--- src/hw/rtl/jtkl_pkg.sv ---
`timescale 1ns / 1ps
// ----------------------------------------------------------------------------
// JSON key lookup package
// Shared constants, types and character classes of the top-level key lookup.
// ----------------------------------------------------------------------------
package jtkl_pkg;

  localparam int MAX_DEPTH_DEFAULT     = 32;
  localparam int POSITION_BITS_DEFAULT = 16;
  localparam int MAX_KEY_BYTES_DEFAULT = 8;

  localparam int KEY_WIDTH     = 64;
  localparam int KEY_LEN_WIDTH = 4;
  localparam int OFFSET_WIDTH  = 16;
  localparam int LENGTH_WIDTH  = 16;

  localparam logic [0:0] REG_KEY_BYTES  = 1'b0;
  localparam logic [0:0] REG_KEY_LENGTH = 1'b1;

  localparam logic [7:0] CH_BACKSLASH = 8'h5C;
  localparam logic [7:0] CH_COLON     = 8'h3A;
  localparam logic [7:0] CH_COMMA     = 8'h2C;
  localparam logic [7:0] CH_LBRACE    = 8'h7B;
  localparam logic [7:0] CH_RBRACE    = 8'h7D;
  localparam logic [7:0] CH_LBRACKET  = 8'h5B;
  localparam logic [7:0] CH_RBRACKET  = 8'h5D;
  localparam logic [7:0] CH_QUOTE     = 8'h22;
  localparam logic [7:0] CH_SPACE     = 8'h20;
  localparam logic [7:0] CH_TAB       = 8'h09;
  localparam logic [7:0] CH_LF        = 8'h0A;
  localparam logic [7:0] CH_CR        = 8'h0D;

  typedef enum logic [3:0] {
    PH_OPEN,
    PH_MEMBER,
    PH_KEY,
    PH_COLON,
    PH_VALSTART,
    PH_SCALAR,
    PH_STRING,
    PH_CONTAINER,
    PH_DELIM,
    PH_DONE
  } phase_t;

  typedef enum logic [1:0] {
    ST_FOUND     = 2'd0,
    ST_ABSENT    = 2'd1,
    ST_MALFORMED = 2'd2
  } status_t;

  typedef struct packed {
    logic [7:0] data;
    logic       last;
  } in_word_t;

  typedef struct packed {
    status_t                   status;
    logic [OFFSET_WIDTH-1:0]   offset;
    logic [LENGTH_WIDTH-1:0]   length;
  } result_t;

  function automatic logic is_ws(input logic [7:0] c);
    return c inside {CH_SPACE, CH_TAB, CH_LF, CH_CR};
  endfunction

  function automatic logic is_opener(input logic [7:0] c);
    return c inside {CH_LBRACE, CH_LBRACKET};
  endfunction

  function automatic logic is_closer(input logic [7:0] c);
    return c inside {CH_RBRACE, CH_RBRACKET};
  endfunction

  function automatic logic is_scalar_end(input logic [7:0] c);
    return (c inside {CH_COMMA, CH_RBRACE, CH_RBRACKET}) || is_ws(c);
  endfunction

endpackage

--- src/hw/rtl/jtkl_in_reg.sv ---
`timescale 1ns / 1ps
// ----------------------------------------------------------------------------
// JSON key lookup input register
// Holds one input word until the parser takes it.
// ----------------------------------------------------------------------------
module jtkl_in_reg (
  input  logic               clk,
  input  logic               rst,
  input  logic               in_valid,
  output logic               in_stall,
  input  jtkl_pkg::in_word_t in_word,
  input  logic               advance,
  output logic               word_valid,
  output jtkl_pkg::in_word_t word
);

  logic load;

  assign in_stall = word_valid && !advance;
  assign load     = in_valid && !in_stall;

  always_ff @(posedge clk) begin
    if (rst) begin
      word_valid <= 1'b0;
    end else if (load) begin
      word_valid <= 1'b1;
    end else if (advance) begin
      word_valid <= 1'b0;
    end
  end

  always_ff @(posedge clk) begin
    if (load) begin
      word <= in_word;
    end
  end

endmodule

--- src/hw/rtl/jtkl_parser.sv ---
`timescale 1ns / 1ps
// ----------------------------------------------------------------------------
// JSON key lookup parser
// Parser state registers and the per-byte state update and decision logic.
// ----------------------------------------------------------------------------
module jtkl_parser #(
  parameter int MAX_DEPTH     = jtkl_pkg::MAX_DEPTH_DEFAULT,
  parameter int POSITION_BITS = jtkl_pkg::POSITION_BITS_DEFAULT,
  parameter int MAX_KEY_BYTES = jtkl_pkg::MAX_KEY_BYTES_DEFAULT
) (
  input  logic                               clk,
  input  logic                               rst,
  input  logic                               advance,
  input  jtkl_pkg::in_word_t                 word,
  input  logic [8*MAX_KEY_BYTES-1:0]         key,
  input  logic [jtkl_pkg::KEY_LEN_WIDTH-1:0] key_length,
  output logic                               emit,
  output jtkl_pkg::result_t                  result
);

  localparam int DW = $clog2(MAX_DEPTH + 1);
  localparam int PB = POSITION_BITS;
  localparam int KL = jtkl_pkg::KEY_LEN_WIDTH;

  jtkl_pkg::phase_t phase, phase_next;
  logic [DW-1:0]    depth, depth_next;
  logic [PB:0]      pos, pos_next;
  logic [PB-1:0]    vstart, vstart_next;
  logic [KL-1:0]    kseen, kseen_next;
  logic             kmatch, kmatch_next;
  logic             esc, esc_next;

  logic [7:0]       c;
  logic [7:0]       key_sel;
  logic             key_miss;
  logic [PB:0]      pos_p1;
  logic [DW-1:0]    depth_dec;
  logic [PB-1:0]    val_begin;
  logic [PB:0]      val_end;
  logic [PB:0]      val_len;
  jtkl_pkg::status_t status;

  assign c      = word.data;
  assign pos_p1 = pos + 1'b1;

  always_comb begin
    key_sel = '0;
    for (int i = 0; i < MAX_KEY_BYTES; i++) begin
      if (kseen == KL'(i)) begin
        key_sel = key[8*i +: 8];
      end
    end
  end

  assign key_miss  = (kseen >= key_length) || (kseen >= KL'(MAX_KEY_BYTES)) || (key_sel != c);
  assign depth_dec = (depth != '0) ? depth - 1'b1 : depth;
  assign val_len   = val_end - {1'b0, val_begin};

  always_comb begin
    phase_next  = phase;
    depth_next  = depth;
    pos_next    = pos;
    vstart_next = vstart;
    kseen_next  = kseen;
    kmatch_next = kmatch;
    esc_next    = esc;
    emit        = 1'b0;
    status      = jtkl_pkg::ST_MALFORMED;
    val_begin   = vstart;
    val_end     = pos;

    if (phase != jtkl_pkg::PH_DONE) begin
      if (pos[PB]) begin
        emit = 1'b1;
      end else begin
        case (phase)
          jtkl_pkg::PH_OPEN: begin
            if (c == jtkl_pkg::CH_LBRACE) begin
              phase_next = jtkl_pkg::PH_MEMBER;
            end else if (!jtkl_pkg::is_ws(c)) begin
              emit = 1'b1;
            end
          end
          jtkl_pkg::PH_MEMBER: begin
            if (c == jtkl_pkg::CH_RBRACE) begin
              emit   = 1'b1;
              status = jtkl_pkg::ST_ABSENT;
            end else if (c == jtkl_pkg::CH_QUOTE) begin
              phase_next  = jtkl_pkg::PH_KEY;
              kseen_next  = '0;
              kmatch_next = 1'b1;
              esc_next    = 1'b0;
            end else if (!jtkl_pkg::is_ws(c)) begin
              emit = 1'b1;
            end
          end
          jtkl_pkg::PH_KEY: begin
            if (!esc && c == jtkl_pkg::CH_QUOTE) begin
              kmatch_next = kmatch && (kseen == key_length);
              phase_next  = jtkl_pkg::PH_COLON;
            end else begin
              esc_next = !esc && (c == jtkl_pkg::CH_BACKSLASH);
              if (key_miss) begin
                kmatch_next = 1'b0;
              end
              if (kseen != '1) begin
                kseen_next = kseen + 1'b1;
              end
            end
          end
          jtkl_pkg::PH_COLON: begin
            if (c == jtkl_pkg::CH_COLON) begin
              phase_next = jtkl_pkg::PH_VALSTART;
            end else if (!jtkl_pkg::is_ws(c)) begin
              emit = 1'b1;
            end
          end
          jtkl_pkg::PH_VALSTART: begin
            if (!jtkl_pkg::is_ws(c)) begin
              vstart_next = pos[PB-1:0];
              depth_next  = '0;
              if (c == jtkl_pkg::CH_QUOTE) begin
                esc_next   = 1'b0;
                phase_next = jtkl_pkg::PH_STRING;
              end else if (jtkl_pkg::is_opener(c)) begin
                depth_next = DW'(1);
                phase_next = jtkl_pkg::PH_CONTAINER;
              end else if (jtkl_pkg::is_closer(c)) begin
                emit = 1'b1;
              end else if (c == jtkl_pkg::CH_COMMA) begin
                if (kmatch) begin
                  emit      = 1'b1;
                  status    = jtkl_pkg::ST_FOUND;
                  val_begin = pos[PB-1:0];
                  val_end   = pos;
                end else begin
                  phase_next = jtkl_pkg::PH_MEMBER;
                end
              end else begin
                phase_next = jtkl_pkg::PH_SCALAR;
              end
            end
          end
          jtkl_pkg::PH_SCALAR: begin
            if (jtkl_pkg::is_scalar_end(c)) begin
              if (kmatch) begin
                emit    = 1'b1;
                status  = jtkl_pkg::ST_FOUND;
                val_end = pos;
              end else if (jtkl_pkg::is_ws(c)) begin
                phase_next = jtkl_pkg::PH_DELIM;
              end else if (c == jtkl_pkg::CH_COMMA) begin
                phase_next = jtkl_pkg::PH_MEMBER;
              end else if (c == jtkl_pkg::CH_RBRACE) begin
                emit   = 1'b1;
                status = jtkl_pkg::ST_ABSENT;
              end else begin
                emit = 1'b1;
              end
            end
          end
          jtkl_pkg::PH_STRING: begin
            if (esc) begin
              esc_next = 1'b0;
            end else if (c == jtkl_pkg::CH_BACKSLASH) begin
              esc_next = 1'b1;
            end else if (c == jtkl_pkg::CH_QUOTE) begin
              if (depth != '0) begin
                phase_next = jtkl_pkg::PH_CONTAINER;
              end else if (kmatch) begin
                emit    = 1'b1;
                status  = jtkl_pkg::ST_FOUND;
                val_end = pos_p1;
              end else begin
                phase_next = jtkl_pkg::PH_DELIM;
              end
            end
          end
          jtkl_pkg::PH_CONTAINER: begin
            if (c == jtkl_pkg::CH_QUOTE) begin
              esc_next   = 1'b0;
              phase_next = jtkl_pkg::PH_STRING;
            end else if (jtkl_pkg::is_opener(c)) begin
              if (depth >= DW'(MAX_DEPTH)) begin
                emit = 1'b1;
              end else begin
                depth_next = depth + 1'b1;
              end
            end else if (jtkl_pkg::is_closer(c)) begin
              depth_next = depth_dec;
              if (depth_dec == '0) begin
                if (kmatch) begin
                  emit    = 1'b1;
                  status  = jtkl_pkg::ST_FOUND;
                  val_end = pos_p1;
                end else begin
                  phase_next = jtkl_pkg::PH_DELIM;
                end
              end
            end
          end
          jtkl_pkg::PH_DELIM: begin
            if (c == jtkl_pkg::CH_COMMA) begin
              phase_next = jtkl_pkg::PH_MEMBER;
            end else if (c == jtkl_pkg::CH_RBRACE) begin
              emit   = 1'b1;
              status = jtkl_pkg::ST_ABSENT;
            end else if (!jtkl_pkg::is_ws(c)) begin
              emit = 1'b1;
            end
          end
          default: begin
          end
        endcase
      end

      // A bare scalar cut off by the end of the buffer is complete.
      if (!emit && word.last) begin
        emit = 1'b1;
        if (phase_next == jtkl_pkg::PH_SCALAR && kmatch) begin
          status    = jtkl_pkg::ST_FOUND;
          val_begin = vstart_next;
          val_end   = pos_p1;
        end
      end

      if (emit) begin
        phase_next = jtkl_pkg::PH_DONE;
      end
    end

    if (word.last) begin
      phase_next  = jtkl_pkg::PH_OPEN;
      depth_next  = '0;
      pos_next    = '0;
      vstart_next = '0;
      kseen_next  = '0;
      kmatch_next = 1'b1;
      esc_next    = 1'b0;
    end else if (!pos[PB]) begin
      pos_next = pos_p1;
    end

    result.status = status;
    if (status == jtkl_pkg::ST_FOUND) begin
      result.offset = jtkl_pkg::OFFSET_WIDTH'(val_begin);
      result.length = jtkl_pkg::LENGTH_WIDTH'(val_len);
    end else begin
      result.offset = '0;
      result.length = '0;
    end
  end

  always_ff @(posedge clk) begin
    if (rst) begin
      phase  <= jtkl_pkg::PH_OPEN;
      depth  <= '0;
      pos    <= '0;
      vstart <= '0;
      kseen  <= '0;
      kmatch <= 1'b1;
      esc    <= 1'b0;
    end else if (advance) begin
      phase  <= phase_next;
      depth  <= depth_next;
      pos    <= pos_next;
      vstart <= vstart_next;
      kseen  <= kseen_next;
      kmatch <= kmatch_next;
      esc    <= esc_next;
    end
  end

endmodule

--- src/hw/rtl/jtkl_out_reg.sv ---
`timescale 1ns / 1ps
// ----------------------------------------------------------------------------
// JSON key lookup result register
// Holds one result word until the receiver takes it.
// ----------------------------------------------------------------------------
module jtkl_out_reg (
  input  logic              clk,
  input  logic              rst,
  input  logic              load,
  input  jtkl_pkg::result_t result_in,
  output logic              ready,
  output logic              out_valid,
  input  logic              out_stall,
  output jtkl_pkg::result_t result
);

  assign ready = !out_valid || !out_stall;

  always_ff @(posedge clk) begin
    if (rst) begin
      out_valid <= 1'b0;
    end else if (load) begin
      out_valid <= 1'b1;
    end else if (!out_stall) begin
      out_valid <= 1'b0;
    end
  end

  always_ff @(posedge clk) begin
    if (load) begin
      result <= result_in;
    end
  end

endmodule

--- src/hw/rtl/json_top_level_key_lookup.sv ---
`timescale 1ns / 1ps
// ----------------------------------------------------------------------------
// JSON top-level key lookup
// Looks up one member of a JSON object by its raw key and reports its value.
// ----------------------------------------------------------------------------
// The input channel takes one buffer byte per word, with last_byte marking the
// final byte of a buffer. Each buffer gives exactly one result word on the
// output channel: found with value offset and length, key absent, or
// malformed. The result appears at the byte that decides it; later bytes of
// the same buffer are taken and ignored up to the last byte.
// The wanted key is set through the write port (index 0 key bytes, index 1 key
// length); the user must do so only while the block is idle, not enforced here.
// A byte passes an input register and then the parser. A deciding byte's
// result word is loaded into the result register, from which the receiver
// takes it. One byte is taken every cycle unless a result waits for the
// receiver; the parser state update is the loop that sets this rate.
// Whilst the receiver stalls, bytes that decide nothing keep flowing; a byte
// that would give a second result waits in the input register, and the input
// channel stalls behind it.
// Reset returns the parser to the start of a buffer and clears the key
// registers; a buffer in flight is lost.
// ----------------------------------------------------------------------------
module json_top_level_key_lookup #(
  parameter int MAX_DEPTH     = jtkl_pkg::MAX_DEPTH_DEFAULT,
  parameter int POSITION_BITS = jtkl_pkg::POSITION_BITS_DEFAULT,
  parameter int MAX_KEY_BYTES = jtkl_pkg::MAX_KEY_BYTES_DEFAULT
) (
  input  logic                               clk,
  input  logic                               rst,
  input  logic                               cfg_write,
  input  logic [0:0]                         cfg_index,
  input  logic [jtkl_pkg::KEY_WIDTH-1:0]     cfg_data,
  input  logic                               in_valid,
  output logic                               in_stall,
  input  logic [7:0]                         data_byte,
  input  logic                               last_byte,
  output logic                               out_valid,
  input  logic                               out_stall,
  output logic [1:0]                         lookup_status,
  output logic [jtkl_pkg::OFFSET_WIDTH-1:0]  value_offset,
  output logic [jtkl_pkg::LENGTH_WIDTH-1:0]  value_length
);

  logic [8*MAX_KEY_BYTES-1:0]         key;
  logic [jtkl_pkg::KEY_LEN_WIDTH-1:0] key_length;

  jtkl_pkg::in_word_t in_word;
  jtkl_pkg::in_word_t word;
  jtkl_pkg::result_t  parse_result;
  jtkl_pkg::result_t  result;
  logic               word_valid;
  logic               emit;
  logic               out_ready;
  logic               advance;

  always_ff @(posedge clk) begin
    if (rst) begin
      key        <= '0;
      key_length <= '0;
    end else if (cfg_write) begin
      case (cfg_index)
        jtkl_pkg::REG_KEY_BYTES: begin
          key <= cfg_data[8*MAX_KEY_BYTES-1:0];
        end
        jtkl_pkg::REG_KEY_LENGTH: begin
          key_length <= cfg_data[jtkl_pkg::KEY_LEN_WIDTH-1:0];
        end
        default: begin
        end
      endcase
    end
  end

  assign in_word.data = data_byte;
  assign in_word.last = last_byte;

  assign advance = word_valid && (!emit || out_ready);

  jtkl_in_reg u_in_reg (
    .clk        (clk),
    .rst        (rst),
    .in_valid   (in_valid),
    .in_stall   (in_stall),
    .in_word    (in_word),
    .advance    (advance),
    .word_valid (word_valid),
    .word       (word)
  );

  jtkl_parser #(
    .MAX_DEPTH     (MAX_DEPTH),
    .POSITION_BITS (POSITION_BITS),
    .MAX_KEY_BYTES (MAX_KEY_BYTES)
  ) u_parser (
    .clk        (clk),
    .rst        (rst),
    .advance    (advance),
    .word       (word),
    .key        (key),
    .key_length (key_length),
    .emit       (emit),
    .result     (parse_result)
  );

  jtkl_out_reg u_out_reg (
    .clk       (clk),
    .rst       (rst),
    .load      (advance && emit),
    .result_in (parse_result),
    .ready     (out_ready),
    .out_valid (out_valid),
    .out_stall (out_stall),
    .result    (result)
  );

  assign lookup_status = result.status;
  assign value_offset  = result.offset;
  assign value_length  = result.length;

endmodule
--- config.mk ---
export PLATFORM = sky130hd
export DESIGN_NAME = json_top_level_key_lookup
export DESIGN_NICKNAME = d
export VERILOG_FILES = /design/src/hw/rtl/jtkl_pkg.sv /design/src/hw/rtl/jtkl_in_reg.sv /design/src/hw/rtl/jtkl_parser.sv /design/src/hw/rtl/jtkl_out_reg.sv /design/src/hw/rtl/json_top_level_key_lookup.sv
export SDC_FILE = /design/constraint.sdc
export NUM_CORES = 1
export LEC_CHECK = 0
export BUFFER_PORTS_ARGS = -buffer_cell sky130_fd_sc_hd__buf_2
export CAP_MARGIN = 10
export CORE_UTILIZATION = 40
export CTS_CLUSTER_DIAMETER = 50
export CTS_CLUSTER_SIZE = 12
export DETAILED_ROUTE_END_ITERATION = 6
export SYNTH_ARGS = -nofsm -noshare
export SYNTH_HDL_FRONTEND = slang
export SYNTH_SLANG_ARGS = --single-unit
--- constraint.sdc ---
create_clock -name clk -period 9.25 [get_ports clk]
set_input_delay 0.925 -clock clk [delete_from_list [all_inputs] [get_ports clk]]
set_output_delay 0.925 -clock clk [all_outputs]
set_load 0.1 [all_outputs]
## Word level (Yosys, flattened, before mapping)

Index checks and enable logic that the tools add are counted.

| storage, ports and cells | value |
|---|---|
| bits of input ports | 79 |
| bits in registers | 162 |
| logic and storage cells | 280 |

| operators by class | value |
|---|---|
| magnitude comparators | 3 |
| reductions and logical operators | 43 |
| bitwise logic cells | 1 |
| equal/unequal tests | 43 |
| multiplexer cells | 168 |
| $add $sub $neg | 5 |

Operator list:

| kind | number |
|---|---|
| $mux W16 | 29 |
| $mux W4 | 36 |
| $mux W8 | 8 |
| $mux W6 | 10 |
| $mux W1 | 52 |
| $mux W2 | 23 |
| $eq A8 B7 Y1 const B | 5 |
| $eq A4 B3 Y1 const B | 9 |
| $pmux W4 S9 | 1 |
| $mux W17 | 2 |
| $eq A8 B6 Y1 const B | 4 |
| $pmux W16 S2 | 1 |
| $eq A8 B4 Y1 const B | 3 |
| $add A17 B1 Y17 const B | 1 |
| $eq A4 B2 Y1 const B | 4 |
| $reduce_and A8 Y1 | 2 |
| $sub A16 B16 Y16 | 1 |
| $reduce_and A7 Y1 | 2 |
| $ne A3 B3 Y1 const B | 4 |
| $ne A4 B4 Y1 const B | 3 |
| $pmux W2 S6 | 1 |
| $pmux W6 S2 | 1 |
| $reduce_bool A6 Y1 | 2 |
| $logic_and A1 B1 Y1 | 9 |
| other kinds (28) | 50 |

## Depth between registers and ports, before layout

| logic depth | value |
|---|---|
| depth in word-level cells | 23 |
| depth in mapped cells | 28 |
| gate-level depth less buffers | 24 |

## Cells and area by module

A second synthesis with hierarchy kept.

| second synthesis, totals | value |
|---|---|
| cells, all modules | 1,216 |
| area total of the unflattened synthesis | 10,621.4 sq um |

By module, submodules not included:

| module | cells each | seq. area each (sq um) | area each (sq um) | instances |
|---|---|---|---|---|
| jtkl_parser | 859 | 980.9 | 5,863.1 | 1 |
| json_top_level_key_lookup | 306 | 1,361.3 | 3,384.5 | 1 |
| jtkl_out_reg | 38 | 1,041.0 | 1,053.5 | 1 |
| jtkl_in_reg | 13 | 290.3 | 320.3 | 1 |

## Worst setup path after synthesis

No wires, ideal clock.

| timing | value |
|---|---|
| path kind | reg2reg |
| start point | register u_parser.depth[0] |
| end point | register, netlist name u_out_reg.result[14] |
| data arrival time | 5,581 ps |
| library setup time | 266 ps |
| stages on the path, launching flop included | 26 |
| clock period less this slack | 5,847 ps |
| setup slack | 3,403 ps |
| required time | 8,984 ps |
| cell sequence | dfxtp_1 > clkbuf_1 > inv_1 > ha_1 > nor3b_1 > o311ai_0 > a2111o_1 > a211oi_2 > a22oi_1 > or4b_4 > buf_6 > a21oi_4 > mux2_2 > ha_1 > inv_1 > fa_1 > a21o_1 > a21o_1 > a21o_1 > a21o_1 > a21oi_1 > o211ai_1 > a31o_2 > a21oi_1 > xor2_1 > nor2_1 |

| on the way | value |
|---|---|
| longest elaborated chain between the ends | 16 |

Ends and longest elaborated chain:

| what | line | text |
|---|---|---|
| start: declaration | jtkl_parser.sv:26 | `logic [DW-1:0] depth, depth_next;` |
| start signal: assignment | jtkl_parser.sv:265 | `depth <= depth_next;` |
| $sub A6 B1 Y6 or $reduce_bool A6 Y1 (tied branches) | jtkl_parser.sv:56, jtkl_parser.sv:168 |  |
| $mux W6 | jtkl_parser.sv:56 | `assign depth_dec = (depth != '0) ? depth - 1'b1 : depth;` |
| $logic_not A6 Y1 | jtkl_parser.sv:191 | `if (depth_dec == '0) begin` |
| $mux W4 | jtkl_parser.sv:191 |  |
| $mux W4 | jtkl_parser.sv:189 | `end else if (jtkl_pkg::is_closer(c)) begin` |
| $mux W4 | jtkl_parser.sv:183 | `end else if (jtkl_pkg::is_opener(c)) begin` |
| $mux W4 | jtkl_parser.sv:180 | `if (c == jtkl_pkg::CH_QUOTE) begin` |
| $pmux W4 S9 | jtkl_parser.sv:76 | `case (phase)` |
| $mux W4 | jtkl_parser.sv:73 | `if (pos[PB]) begin` |
| $mux W4 | jtkl_parser.sv:72 | `if (phase != jtkl_pkg::PH_DONE) begin` |
| $eq A4 B3 Y1 | jtkl_parser.sv:220 | `if (phase_next == jtkl_pkg::PH_SCALAR && kmatch) begin` |
| $logic_and A1 B1 Y1 | jtkl_parser.sv:220 |  |
| $mux W16 | jtkl_parser.sv:220 |  |
| $mux W16 (*) | jtkl_parser.sv:218 | `if (!emit && word.last) begin` |
| $mux W16 (*) | jtkl_parser.sv:72 |  |
| named net u_parser.val_begin[0] | jtkl_parser.sv:38 | `logic [PB-1:0] val_begin;` |
| $sub A16 B16 Y16 (*) | jtkl_parser.sv:57 | `assign val_len = val_end - {1'b0, val_begin};` |

Mark *: on every way through the listed nets, which the timed path passes. The rest lies on a longest branch. The select of a mux whose other input is x is not followed.
A chain may end at the register's enable or synchronous reset.

## Final worst setup path

| timing | value |
|---|---|
| start point | register u_parser.depth[0] |
| end point | register, netlist name u_out_reg.result[14] |

| on the way | value |
|---|---|
| longest elaborated chain between the ends | 16 |

Ends and longest elaborated chain:

| what | line |
|---|---|
| $sub A6 B1 Y6 or $reduce_bool A6 Y1 (tied branches) | jtkl_parser.sv:56, jtkl_parser.sv:168 |
| $mux W6 | jtkl_parser.sv:56 |
| $logic_not A6 Y1 | jtkl_parser.sv:191 |
| $mux W4 | jtkl_parser.sv:191 |
| $mux W4 | jtkl_parser.sv:189 |
| $mux W4 | jtkl_parser.sv:183 |
| $mux W4 | jtkl_parser.sv:180 |
| $pmux W4 S9 | jtkl_parser.sv:76 |
| $mux W4 | jtkl_parser.sv:73 |
| $mux W4 | jtkl_parser.sv:72 |
| $eq A4 B3 Y1 | jtkl_parser.sv:220 |
| $logic_and A1 B1 Y1 | jtkl_parser.sv:220 |
| $mux W16 | jtkl_parser.sv:220 |
| $mux W16 (*) | jtkl_parser.sv:218 |
| $mux W16 (*) | jtkl_parser.sv:72 |
| named net u_parser.val_begin[0] | jtkl_parser.sv:38 |
| $sub A16 B16 Y16 (*) | jtkl_parser.sv:57 |

Marks and branches as above.

==> run metrics <==
DR DRC count=0; status=finished clean; skew final=21.6 ps; sw frac=around 29%; layout cells sized above 1=13.9%; Logic pwr share=11.9%; setup TNS=0 ps; Tcrit/Tclk final=approximately 75%; Hold-fix buffers, CTS=0; Ports=115; # setup viols final=0; Core ar.=23600 µm²; grt total ovfl=0; final hold violation count=0; Routed Antenna Nets=0; worst-margin pin slew=1060 ps; total number of vias=about 9000; Max-Cap Viols=0; die area=24800 µm²; final net count=1387; Rel. slew slack=29.1%; Clock Sinks=between 150 and 200; Total Wirelength=27200 µm; commonest non-fill, non-tap cell in the layout=nand2_1; asr flop ratio synth=0%; Post-CTS Setup Inserts=0; GRT Overall Usage=a little under a quarter; worst setup margin=~2300 ps; Critical Path Most Common Cell=a21o_1; Clock Tree Root=clkbuf_16; crit-path leading delay family=compound AO/OA/AOI/OAI gates; post-CTS sizing=0; Highest Clock Rate=144 MHz; Crit-path slowest cell=or4b_4; Synth Net Count=1346; crit path max fanout=20; Post-synth EDFFs=43; die height=between 150 and 200 µm; Critical Path RT=9430 ps; Clock power frac=41.0%; first-pass GRT wire length=between 40000 and 50000 µm; Psw=0.000480 W; Area growth syn-to-layout=12.5%; number of port buffers=114; Final Critical Period=between 6000 and 7000 ps; synth unique cells=78; critical path class=flip-flop to flip-flop; Final HPWL DP=19000 µm; Worst-path clk slew=70 ps; Power Internal=0.00116 W; Slew Limit Fails=0; Die X=158 µm; DR WL/cell=16.8 µm; mapped cell area=9670 µm²; initial core utilization=41.0%; Worst Hold Class=flip-flop to flip-flop; fillers=2401; Reg power frac=47.1%; most frequent cells in the layout=nand2_1, a21oi_1, dfxtp_1; worst-path cell chain=inv_1 -> ha_1 -> nor3b_1 -> o311ai_0 -> a2111o_1 -> a211oi_2 -> a22oi_1 -> or4b_4 -> a21oi_4 -> mux2_2 -> ha_1 -> inv_1 -> fa_1 -> a21o_1 -> a21o_1 -> a21o_1 -> a21o_1 -> a21oi_1 -> o211ai_1 -> a31o_2 -> a21oi_1 -> xor2_1 -> nor2_1; Max IR drop VDD=0.0975 mV; crit-path max cell delay=700 ps; routability cong.=0.897; largest net degree at the start of global routing=79; Cells after Synth=roughly 1200; dominant synthesized flop cell=dfxtp_1; Setup crit end kind=flip-flop; RSZ-0062 raised after global routing=no; First-pass DRT Iterations=5; #FFs+latches synth=162; cts bufs inserted=17; DR iter-0 viols=~640; H-tree Lvls=4; CTS tree=built; arrival time of the worst setup path=7140 ps; Power Density=151 nW/µm²; startpoint type of the worst setup path=flip-flop; vias in the first global route=8247; post-placement setup slack=around 2400 ps; Synth Warn #=0; initial antenna violation count=1; Leakage=3.88 nW; worst-skew pair later-pin latency=440 ps; worst-case clock buffer depth=2; post-synthesis sequential area ratio=38.0%; vias per cell=5.59; row count=56; Syn Area/Cell=7.81 µm²; Buf/Inv on CP=2
## Yosys cell counts, types with 7 or more instances
cell type  number  area (µm²)
a211oi_1        8        60.1
a21o_1          8        60.1
a21oi_1       161         806
a22oi_1        20         150
a311oi_1        8        70.1
a31oi_1        14        87.6
and2_1          9        56.3
and3_1          9        56.3
buf_1           8        30.0
buf_2          17        85.1
clkbuf_1       76         285
dfxtp_1       119        2380
edfxtp_1       43        1290
ha_1           27         338
inv_1          32         120
mux2i_1        17         170
nand2_1       216         811
nand2b_1        8        50.1
nand3_1        34         170
nand3b_1       16         120
nand4_1        11        68.8
nor2_1        108         405
nor2b_1        13        81.3
nor3_1         27         135
o211ai_1        7        52.6
o21a_1          7        52.6
o21ai_0        53         265
or2_2           7        43.8
or3_1          16         100
xnor2_1        18         158
xor2_1         21         184
## worst paths after layout
check | from | endpoint | slack [ps] | cells after the start
max | u_parser.depth[0]$_SDFFE_PP0P_ | u_out_reg.result[14]$_SDFFCE_PP0P_ | 2290 | 23
min | key[32]$_SDFFE_PP0P_ | key[32]$_SDFFE_PP0P_ | 450 | 2
min reg2reg | key[32]$_SDFFE_PP0P_ | key[32]$_SDFFE_PP0P_ | 450 | 2
max reg2reg | u_parser.depth[0]$_SDFFE_PP0P_ | u_out_reg.result[14]$_SDFFCE_PP0P_ | 2290 | 23
## cells by family after synthesis
kind of cell / count (synthesis) / synth area share [%]
AOI/OAI and AO/OA: 343 / 21.8
xor gates and xnor gates: 39 / 3.53
adders and majority gates: 28 / 3.70
buffers and inverters: 136 / 5.61
DFF: 162 / 38.0
muxes: 21 / 2.22
and+or+nand+nor: 510 / 25.1
## worst min-delay path: cells and delay by family, from the launching register on
| family | cells | cell delay [ps] |
|---|---|---|
| compound gates | 1 | 50 |
| flops | 1 | 310 |
| simple gates | 1 | 50 |
## power by group through the flow
stage	Clock, W	Sequential [W]	Combinational [W]
detailed placement	0	0.000787	0.000195
global route	0.000718	0.000775	0.000212
floorplan	0	0.000825	0.000100
CTS	0.000689	0.000771	0.000196
global placement	0	0.000786	0.000195
finish	0.000673	0.000771	0.000195
## layer usage
layer,wire length [µm],vias up,global-route usage (%)
met1,13100,4213,32.2
li1,-,4489,-
met2,12200,285,34.4
met3,1370,36,3.39
met4,489,0,7.44
met5,0,-,0
## layout make-up
class | instances | area, µm² | area share [%]
Timing Repair Buffer | 125 | 656 | 6.03
Inverter | 33 | 124 | 1.14
Multi-Input combinational cell | 941 | 5480 | 50.3
Sequential cell | 162 | 3670 | 33.8
Clock inverter | 15 | 124 | 1.14
Clock buffer | 17 | 425 | 3.91
Antenna cell | 1 | 2.50 | 0.0230
Tap cell | 319 | 399 | 3.67
## per-stage QoR
step,cells,hold slack [ps],instance area [µm²],utilization [%],total power [W]
4_1_cts,1612,456,10900,46.1,0.00166
2_1_floorplan,1239,436,9670,-,0.000925
5_1_grt,1612,472,10900,46.1,0.00171
3_3_place_gp,1580,442,10300,43.7,0.000981
6_report,1613,453,10900,46.1,0.00164
3_5_place_dp,1580,447,10300,43.7,0.000983
## sequential cells by signal, summed over array words and instances, names as in the netlist, 4 cells and up
name / count
key: 64
u_parser.kseen: 4
u_parser.depth: 6
u_parser.vstart: 16
u_parser.phase: 4
u_parser.pos: 17
u_out_reg.result: 34
key_length: 4
u_in_reg.word: 9
(Power assumes the default switching activity.)
